**src/rtl/lsh_pkg.sv**
```systemverilog
// Shared types, codes and constants of the link set-up handshake.
`default_nettype none

package lsh_pkg;

   // Field widths
   localparam int OP_W     = 2;
   localparam int BYTE_W   = 8;
   localparam int STATUS_W = 2;
   localparam int TICK_W   = 16;
   localparam int ATT_W    = 4;
   localparam int CSR_IDX_W = 3;
   localparam int CSR_DATA_W = 16;

   // Frame layout
   localparam logic [BYTE_W-1:0] FRAME_FLAG = 8'h7E;
   localparam int FRAME_LEN  = 5;
   localparam int BEAT_W     = 3;
   localparam logic [BEAT_W-1:0] BEAT_LAST = BEAT_W'(FRAME_LEN - 1);

   // Register reset values
   localparam logic [BYTE_W-1:0] ADDRESS_RST     = 8'h03;
   localparam logic [BYTE_W-1:0] SET_CONTROL_RST = 8'h03;
   localparam logic [BYTE_W-1:0] UA_CONTROL_RST  = 8'h05;
   localparam logic [TICK_W-1:0] TIMEOUT_RST     = 16'd3;
   localparam logic [ATT_W-1:0]  MAX_ATT_RST     = 4'd3;

   // Register indexes
   typedef enum logic [CSR_IDX_W-1:0] {
      CSR_ADDRESS     = 3'd0,
      CSR_SET_CONTROL = 3'd1,
      CSR_UA_CONTROL  = 3'd2,
      CSR_TIMEOUT     = 3'd3,
      CSR_MAX_ATT     = 3'd4
   } csr_index_type;

   // Operation codes of an input item
   typedef enum logic [OP_W-1:0] {
      OP_START = 2'd0,
      OP_RX    = 2'd1,
      OP_TICK  = 2'd2
   } op_type;

   // Link status codes as seen on the result channel
   typedef enum logic [STATUS_W-1:0] {
      STATUS_IDLE = 2'd0,
      STATUS_WAIT = 2'd1,
      STATUS_CONN = 2'd2,
      STATUS_FAIL = 2'd3
   } status_type;

   // Link state machine
   typedef enum logic [3:0] {
      LINK_IDLE = 4'b0001,
      LINK_WAIT = 4'b0010,
      LINK_CONN = 4'b0100,
      LINK_FAIL = 4'b1000
   } link_type;

   // Reply frame recognizer
   typedef enum logic [4:0] {
      REC_START = 5'b00001,
      REC_FLAG  = 5'b00010,
      REC_ADDR  = 5'b00100,
      REC_CTRL  = 5'b01000,
      REC_BCC   = 5'b10000
   } rec_type;

   function automatic logic [STATUS_W-1:0] link_status(input link_type st);
      logic [STATUS_W-1:0] code;
      unique case (st)
         LINK_IDLE: code = STATUS_IDLE;
         LINK_WAIT: code = STATUS_WAIT;
         LINK_CONN: code = STATUS_CONN;
         LINK_FAIL: code = STATUS_FAIL;
         default:   code = STATUS_IDLE;
      endcase
      return code;
   endfunction

endpackage

`default_nettype wire

```
**src/rtl/lsh_req_if.sv**
```systemverilog
// Request channel of the link set-up handshake: operation and received byte.
`default_nettype none

interface lsh_req_if
   import lsh_pkg::*;
();
   logic              valid;
   logic              ready;
   logic [OP_W-1:0]   operation;
   logic [BYTE_W-1:0] rx_byte;

   modport source (output valid, operation, rx_byte, input ready);
   modport sink   (input valid, operation, rx_byte, output ready);
endinterface

`default_nettype wire

```
**src/rtl/lsh_rsp_if.sv**
```systemverilog
// Response channel of the link set-up handshake: frame bytes and link status.
`default_nettype none

interface lsh_rsp_if
   import lsh_pkg::*;
();
   logic                valid;
   logic                ready;
   logic [BYTE_W-1:0]   tx_byte;
   logic                tx_valid;
   logic                last;
   logic [STATUS_W-1:0] link_status;

   modport source (output valid, tx_byte, tx_valid, last, link_status, input ready);
   modport sink   (input valid, tx_byte, tx_valid, last, link_status, output ready);
endinterface

`default_nettype wire

```
**src/rtl/link_setup_handshake.sv**
```systemverilog
// Sender side of a SET/UA link set-up handshake with a UA reply recognizer.
//
// Channels: req_ch carries one item per event (start, received line byte or
// timer tick); rsp_ch returns the results of each item in order. A start, or
// a timeout that still has attempts left, returns the five SET frame bytes
// (flag, address, control, check, flag) as five items with tx_valid set;
// any other item returns one item with tx_valid clear. The last item of each
// input carries last, and every item carries the link status after that input.
// The csr_ port writes the five registers (address, SET control, UA control,
// timeout in ticks, attempt limit) one per cycle; write them only while idle.
// An item's first result is registered; it shows the cycle after acceptance.
// Throughput: one input item per cycle while results are single and the
// receiver takes them; an item that sends a frame holds the single output
// register for all five frame bytes; the next item waits for the last one.
// Reset (synchronous, active high) puts the link in idle, the recognizer at
// start, the counters at zero and the registers at their default values.
// When the receiver stalls, the output register holds its item and req_ch
// takes a new item only in the cycle that frees it.
`default_nettype none

module link_setup_handshake
   import lsh_pkg::*;
(
   input  wire logic                  clock,
   input  wire logic                  reset,
   lsh_req_if.sink                    req_ch,
   lsh_rsp_if.source                  rsp_ch,
   input  wire logic                  csr_write_en,
   input  wire logic [CSR_IDX_W-1:0]  csr_index,
   input  wire logic [CSR_DATA_W-1:0] csr_wdata
);

   // Configuration registers
   logic [BYTE_W-1:0] address_ff;
   logic [BYTE_W-1:0] set_control_ff;
   logic [BYTE_W-1:0] ua_control_ff;
   logic [TICK_W-1:0] timeout_ff;
   logic [ATT_W-1:0]  max_att_ff;

   // Handshake state
   link_type          link_ff, link_in;
   rec_type           rec_ff, rec_in;
   logic [ATT_W-1:0]  att_ff, att_in;
   logic [TICK_W-1:0] tick_ff, tick_in;
   logic [TICK_W-1:0] tick_inc;
   logic              send_frame;

   // Output register
   logic                out_valid_ff;
   logic                frame_ff;
   logic [BEAT_W-1:0]   beat_ff;
   logic [BYTE_W-1:0]   addr_q_ff;
   logic [BYTE_W-1:0]   ctrl_q_ff;
   logic [STATUS_W-1:0] status_ff;
   logic                out_last;
   logic                req_accept;
   logic                rsp_take;

   // Write configuration registers
   always_ff @(posedge clock) begin
      if (reset) begin
         address_ff     <= ADDRESS_RST;
         set_control_ff <= SET_CONTROL_RST;
         ua_control_ff  <= UA_CONTROL_RST;
         timeout_ff     <= TIMEOUT_RST;
         max_att_ff     <= MAX_ATT_RST;
      end else if (csr_write_en) begin
         unique case (csr_index)
            CSR_ADDRESS:     address_ff     <= csr_wdata[BYTE_W-1:0];
            CSR_SET_CONTROL: set_control_ff <= csr_wdata[BYTE_W-1:0];
            CSR_UA_CONTROL:  ua_control_ff  <= csr_wdata[BYTE_W-1:0];
            CSR_TIMEOUT:     timeout_ff     <= csr_wdata[TICK_W-1:0];
            CSR_MAX_ATT:     max_att_ff     <= csr_wdata[ATT_W-1:0];
            default: ;
         endcase
      end
   end

   // Free the output register on its last result
   assign out_last     = !frame_ff || (beat_ff == BEAT_LAST);
   assign rsp_take     = out_valid_ff && rsp_ch.ready;
   assign req_ch.ready = !out_valid_ff || (rsp_ch.ready && out_last);
   assign req_accept   = req_ch.valid && req_ch.ready;
   assign tick_inc     = tick_ff + TICK_W'(1);

   // Advance the handshake for one accepted item
   always_comb begin
      link_in    = link_ff;
      rec_in     = rec_ff;
      att_in     = att_ff;
      tick_in    = tick_ff;
      send_frame = 1'b0;
      if (req_accept) begin
         unique case (req_ch.operation)
            OP_START: begin
               rec_in     = REC_START;
               att_in     = ATT_W'(1);
               tick_in    = '0;
               link_in    = LINK_WAIT;
               send_frame = 1'b1;
            end
            OP_RX: begin
               if (link_ff == LINK_WAIT) begin
                  if (req_ch.rx_byte == FRAME_FLAG) begin
                     if (rec_ff == REC_BCC) begin
                        rec_in  = REC_START;
                        link_in = LINK_CONN;
                     end else begin
                        rec_in = REC_FLAG;
                     end
                  end else begin
                     unique case (rec_ff)
                        REC_FLAG: rec_in = (req_ch.rx_byte == address_ff) ?
                                           REC_ADDR : REC_START;
                        REC_ADDR: rec_in = (req_ch.rx_byte == ua_control_ff) ?
                                           REC_CTRL : REC_START;
                        REC_CTRL: rec_in = (req_ch.rx_byte ==
                                            (address_ff ^ ua_control_ff)) ?
                                           REC_BCC : REC_START;
                        default:  rec_in = REC_START;
                     endcase
                  end
               end
            end
            OP_TICK: begin
               if (link_ff == LINK_WAIT) begin
                  if (tick_inc >= timeout_ff) begin
                     tick_in = '0;
                     if (att_ff >= max_att_ff) begin
                        link_in = LINK_FAIL;
                     end else begin
                        att_in     = att_ff + ATT_W'(1);
                        send_frame = 1'b1;
                     end
                  end else begin
                     tick_in = tick_inc;
                  end
               end
            end
            default: ;
         endcase
      end
   end

   // Hold handshake state
   always_ff @(posedge clock) begin
      if (reset) begin
         link_ff <= LINK_IDLE;
         rec_ff  <= REC_START;
         att_ff  <= '0;
         tick_ff <= '0;
      end else begin
         link_ff <= link_in;
         rec_ff  <= rec_in;
         att_ff  <= att_in;
         tick_ff <= tick_in;
      end
   end

   // Load the output register on accept, step frame beats as they drain
   always_ff @(posedge clock) begin
      if (reset) begin
         out_valid_ff <= 1'b0;
         frame_ff     <= 1'b0;
         beat_ff      <= '0;
      end else if (req_accept) begin
         out_valid_ff <= 1'b1;
         frame_ff     <= send_frame;
         beat_ff      <= '0;
      end else if (rsp_take) begin
         if (out_last) begin
            out_valid_ff <= 1'b0;
         end else begin
            beat_ff <= beat_ff + BEAT_W'(1);
         end
      end
   end

   // Capture frame payload and status with the item
   always_ff @(posedge clock) begin
      if (req_accept) begin
         addr_q_ff <= address_ff;
         ctrl_q_ff <= set_control_ff;
         status_ff <= link_status(link_in);
      end
   end

   // Select the frame byte for the current beat
   always_comb begin
      rsp_ch.tx_byte = '0;
      if (frame_ff) begin
         unique case (beat_ff)
            3'd0:    rsp_ch.tx_byte = FRAME_FLAG;
            3'd1:    rsp_ch.tx_byte = addr_q_ff;
            3'd2:    rsp_ch.tx_byte = ctrl_q_ff;
            3'd3:    rsp_ch.tx_byte = addr_q_ff ^ ctrl_q_ff;
            3'd4:    rsp_ch.tx_byte = FRAME_FLAG;
            default: rsp_ch.tx_byte = '0;
         endcase
      end
   end

   assign rsp_ch.valid       = out_valid_ff;
   assign rsp_ch.tx_valid    = frame_ff;
   assign rsp_ch.last        = out_last;
   assign rsp_ch.link_status = status_ff;

`ifndef SYNTHESIS
   // A start always answers with the first frame byte and waiting status
   a_start_sends: assert property (@(posedge clock) disable iff (reset)
      req_accept && (req_ch.operation == OP_START) |=>
         rsp_ch.valid && rsp_ch.tx_valid && (rsp_ch.tx_byte == FRAME_FLAG) &&
         (rsp_ch.link_status == STATUS_WAIT))
      else $error("start item did not begin a SET frame");

   // A failed link stays failed until restarted
   a_fail_sticky: assert property (@(posedge clock) disable iff (reset)
      (link_ff == LINK_FAIL) && !(req_accept && (req_ch.operation == OP_START)) |=>
         (link_ff == LINK_FAIL))
      else $error("failed link left failure without a start");

   // An empty output register always takes a new item
   a_ready_when_empty: assert property (@(posedge clock) disable iff (reset)
      !out_valid_ff |-> req_ch.ready)
      else $error("input stalled with empty output register");

   // A stalled frame byte stays in place
   a_beat_hold: assert property (@(posedge clock) disable iff (reset)
      out_valid_ff && !rsp_ch.ready |=> $stable(beat_ff) && out_valid_ff)
      else $error("frame beat moved while output stalled");
`endif

endmodule

`default_nettype wire
```
**src/flat_wrapper.sv**
```systemverilog
// flat-port wrapper written by rule: the top's interface ports become plain ports
module link_setup_handshake_flat import lsh_pkg::*;
  (clock, reset, csr_write_en, csr_index, csr_wdata, req_ch_valid, req_ch_operation, req_ch_rx_byte, req_ch_ready, rsp_ch_valid, rsp_ch_tx_byte, rsp_ch_tx_valid, rsp_ch_last, rsp_ch_link_status, rsp_ch_ready);
  lsh_req_if req_ch_i ();
  lsh_rsp_if rsp_ch_i ();
  input  wire logic clock;
  input  wire logic reset;
  input  wire logic csr_write_en;
  input  wire logic [CSR_IDX_W-1:0] csr_index;
  input  wire logic [CSR_DATA_W-1:0] csr_wdata;
  input wire logic [$bits(req_ch_i.valid)-1:0] req_ch_valid;
  input wire logic [$bits(req_ch_i.operation)-1:0] req_ch_operation;
  input wire logic [$bits(req_ch_i.rx_byte)-1:0] req_ch_rx_byte;
  output wire logic [$bits(req_ch_i.ready)-1:0] req_ch_ready;
  output wire logic [$bits(rsp_ch_i.valid)-1:0] rsp_ch_valid;
  output wire logic [$bits(rsp_ch_i.tx_byte)-1:0] rsp_ch_tx_byte;
  output wire logic [$bits(rsp_ch_i.tx_valid)-1:0] rsp_ch_tx_valid;
  output wire logic [$bits(rsp_ch_i.last)-1:0] rsp_ch_last;
  output wire logic [$bits(rsp_ch_i.link_status)-1:0] rsp_ch_link_status;
  input wire logic [$bits(rsp_ch_i.ready)-1:0] rsp_ch_ready;
  assign req_ch_i.valid = req_ch_valid;
  assign req_ch_i.operation = req_ch_operation;
  assign req_ch_i.rx_byte = req_ch_rx_byte;
  assign req_ch_ready = req_ch_i.ready;
  assign rsp_ch_valid = rsp_ch_i.valid;
  assign rsp_ch_tx_byte = rsp_ch_i.tx_byte;
  assign rsp_ch_tx_valid = rsp_ch_i.tx_valid;
  assign rsp_ch_last = rsp_ch_i.last;
  assign rsp_ch_link_status = rsp_ch_i.link_status;
  assign rsp_ch_i.ready = rsp_ch_ready;
  link_setup_handshake u_core (.clock(clock), .reset(reset), .req_ch(req_ch_i), .rsp_ch(rsp_ch_i), .csr_write_en(csr_write_en), .csr_index(csr_index), .csr_wdata(csr_wdata));
endmodule
```
**config.mk**
```make
export PLATFORM = sky130hd
export DESIGN_NAME = link_setup_handshake_flat
export DESIGN_NICKNAME = d
export VERILOG_FILES = /design/src/rtl/lsh_pkg.sv /design/src/rtl/lsh_req_if.sv /design/src/rtl/lsh_rsp_if.sv /design/src/rtl/link_setup_handshake.sv /design/src/flat_wrapper.sv
export SDC_FILE = /design/constraint.sdc
export NUM_CORES = 1
export LEC_CHECK = 0
export ABC_AREA = 1
export ABC_CLOCK_PERIOD_IN_PS = 2800
export BUFFER_PORTS_ARGS = -buffer_cell sky130_fd_sc_hd__buf_4
export CORE_MARGIN = 4
export CORE_UTILIZATION = 25
export DETAILED_ROUTE_END_ITERATION = 10
export GPL_TIMING_DRIVEN = 1
export MAX_ROUTING_LAYER = met4
export PLACE_DENSITY = 0.44
export SETUP_SLACK_MARGIN = 0.4
export SYNTH_ARGS = -nofsm -noshare
export SYNTH_HDL_FRONTEND = slang
export SYNTH_SLANG_ARGS = --single-unit
```
**constraint.sdc**
```tcl
create_clock -name clock -period 2.8 [get_ports clock]
set_input_delay 0.14 -clock clock [delete_from_list [all_inputs] [get_ports clock]]
set_output_delay 0.14 -clock clock [all_outputs]
set_load 0.03 [all_outputs]
```
==> results.ini <==
[outcome]
status = finished clean

[job]
cap_violations = 0

[synth]
syn_area_per_cell_um2 = 7.39
ys_ff_latch = 96
async_flop_share = 0
synth-compound-area-share = 0.151
synth_area_um2 = 5240
synth.area.mux_share = 0
synth_ff_type = dfxtp_1
yosys.area_share.adder = 0.0645
synth_top_family_by_area = simple AND/OR/NAND/NOR gates
synthXorXnorAreaFrac = 0.0401
synth_cell_types = 38
synth_edf_count = 18
yosys.area_share.simple = 0.263
synth_fp_nets = 770
ys_seq_area_frac = 0.401
netlist_instances = 709
synth.yosys.warnings = 0

[pwr]
power_density_nw_per_um2 = 481
power_mw = 3.12
power_leakage_nw = 2.80
irDropWorstVdd_v = 0.000291

[sta]
grt_setup_unrepaired = true
finalSetupViolations = 0
fin_crit_ps = 2560
hold_viol_final = 0
relSlewSlack = 0.482
report.final.slew_viol_count = 0
tns_ps = 0
post-route-period-util = 0.916
finalClockSkew_ps = 10.7
fmax_mhz = 390
holdWs_ps = 24.3
worst_pin_slew_ps = 777

[die]
initial_core_util = 0.256
ios = 48
dieArea_um2 = 23300
die_h_um = 153
fp-row-count = 52
die_x_um = 153
placeableCoreArea_um2 = 20400

[clock_network]
cts_root_buffer = clkbuf_16
cts_buffers = 9
cts.htree.levels = 3
insertion_delay_ps = 360
cts_tree = built
cts.path.max_buffers = 2
cts.sinks = 96
path_clk_slew_ps = 80

[placement]
gp_congestion = 0.810
portBuffers = 47
dpl_cell_area_um2 = 5990
hpwl_mm = 10.1

[min_path]
hp-class = in -> reg

[detailed_routing]
drc = 0
wl_mm = 13.3
postRouteAntennaNets = 0
vias = 4551
vias_per_cell = 4.36
drt_iter0_markers = 230
dr.pass1.iters = 6
wl_per_cell_um = 12.7

[global_routing]
grt_pass1_wl_mm = 22.5
antenna_found_initial = 0
grt_usage = 0.120
grt_max_degree = 42
grt_pass1_vias = 4554
gr-total-overflow = 0

[critical_path]
cp-end-kind = register
worstPathCellList = ha_4 > nand3_4 > inv_4 > nand2_4 > nor3_4 > xnor2_1 > inv_1 > ha_1 > nand4_1 > nor3_2 > nand2_1 > nand2_2 > nand3_2 > nand2_2 > nand2_2 > nand3_1 > nand2_1
cp-start-kind = register
cp.required_ps = 2920
arrival_ps = 2680
worst_path_most_repeated_cell = nand2_2
cp_slowest_cell = dfxtp_4
cp_top_family = simple AND/OR/NAND/NOR gates
crit_path_max_incr_delay_ps = 380
path_max_fanout = 3
path_buf_inv = 2
worstSetupPathType = reg -> reg

[cells_and_area]
nFillCells = 2269
area_growth_pct = 23.9
drive_above_1_share = 0.181
num_antenna_cells = 0
design_area_um2 = 6490
final_nets = 831

final timing paths:
path,start,slack (ps),endpoint,cells after the start
worst max-delay path,u_core.tick_ff[0]$_SDFFE_PP0P_,240,u_core.rsp_ch.link_status[0]$_DFFE_PP_,17
worst min-delay path,req_ch_valid,20,u_core.rsp_ch.valid$_SDFFE_PP0P_,3
worst max register to register,u_core.tick_ff[0]$_SDFFE_PP0P_,240,u_core.rsp_ch.link_status[0]$_DFFE_PP_,17
worst min register to register,u_core.set_control_ff[5]$_SDFFE_PP0P_,430,u_core.ctrl_q_ff[5]$_DFFE_PP_,0
cell usage after synthesis (3+ instances only):
library cell	instances	area [um2]
nand2_1	167	627
inv_1	92	345
dfxtp_1	78	1560
a21oi_1	65	325
nor2_1	65	244
o21ai_0	65	325
nand3_1	33	165
ha_1	27	338
edfxtp_1	18	541
nand4_1	16	100
xor2_1	14	123
clkbuf_1	10	37.5
xnor2_1	10	87.6
a221oi_1	6	52.6
o211ai_1	6	45.0
nor3_1	5	25.0
clkinv_1	3	11.3
nand3_2	3	30.0
or2_2	3	18.8
metrics by stage:
| step | instances | setup WS [ps] | util |
|---|---|---|---|
| after floorplan | 709 | 270 | - |
| after global placement | 1025 | -3.07 | 0.293 |
| after detailed placement | 1025 | -42.5 | 0.293 |
| after CTS | 1042 | 220 | 0.313 |
| after global routing | 1045 | 29.4 | 0.318 |
| final | 1045 | 236 | 0.318 |
power by group:
| part | internal, mW | switching, mW |
|---|---|---|
| sequential | 1.45 | 0.0244 |
| combinational | 0.116 | 0.199 |
| clock | 0.723 | 0.613 |
tightest hold or removal path, delay by kind of cell:
kind	cells	cell delay, ps
AO/OA/AOI/OAI	1	70
buffers and inverters	2	140
repair_timing:
item                       in CTS  in global routing
cloned                          0                  1
buffers inserted                1                  2
hold buffers                    0                  0
setup endpoints to repair      25                 27
pin swaps                      14                  4
gates resized for setup        19                 23
sequential cells by signal, indices dropped and copies added (netlist names), 2 cells and up:
name	flops
u_core.beat_ff	3
u_core.ctrl_q_ff	8
u_core.rsp_ch.link_status	2
u_core.addr_q_ff	8
u_core.link_ff	4
u_core.max_att_ff	4
u_core.set_control_ff	8
u_core.tick_ff	16
u_core.att_ff	4
u_core.rec_ff	5
u_core.timeout_ff	16
u_core.ua_control_ff	8
u_core.address_ff	8
layer usage:
metal | up-vias | part of all wire | track usage | wire, um
met2 | 69 | 0.46 | 0.194 | 6110
met5 | - | 0 | - | 0
met3 | 9 | 0.039 | 0.0301 | 518
met4 | 0 | 0.010 | 0.0255 | 138
met1 | 2025 | 0.49 | 0.154 | 6540
li1 | 2448 | - | - | -
final cells by class:
class,count,area (um2),share of cell area
inverters,97,375,0.0578
multi-input cells,503,2860,0.440
well taps,270,338,0.0520
clock buffers,9,225,0.0347
clock inverters,7,100,0.0154
flip-flops and latches,96,2120,0.326
repair buffers,63,480,0.0740
cell families (layout without fill, tap and decap cells):
logic type      after synthesis  in the layout
xor+xnor                     24             24
flops                        96             96
compound gates              146            146
simple gates                306            306
buf+inv                     110            176
fa+ha+maj                    27             27
layout by cell type, fill, tap and decap left out, drive strengths merged, types with 10 or more instances in the layout:
| master | netlist | final |
|---|---|---|
| nand2 | 171 | 171 |
| inv | 94 | 97 |
| dfxtp | 78 | 78 |
| nor2 | 70 | 70 |
| a21oi | 66 | 66 |
| o21ai | 65 | 65 |
| buf | 2 | 63 |
| nand3 | 38 | 38 |
| ha | 27 | 27 |
| edfxtp | 18 | 18 |
| nand4 | 16 | 16 |
| xor2 | 14 | 14 |
| xnor2 | 10 | 10 |
Note: power is estimated with default switching activity, not from simulation.
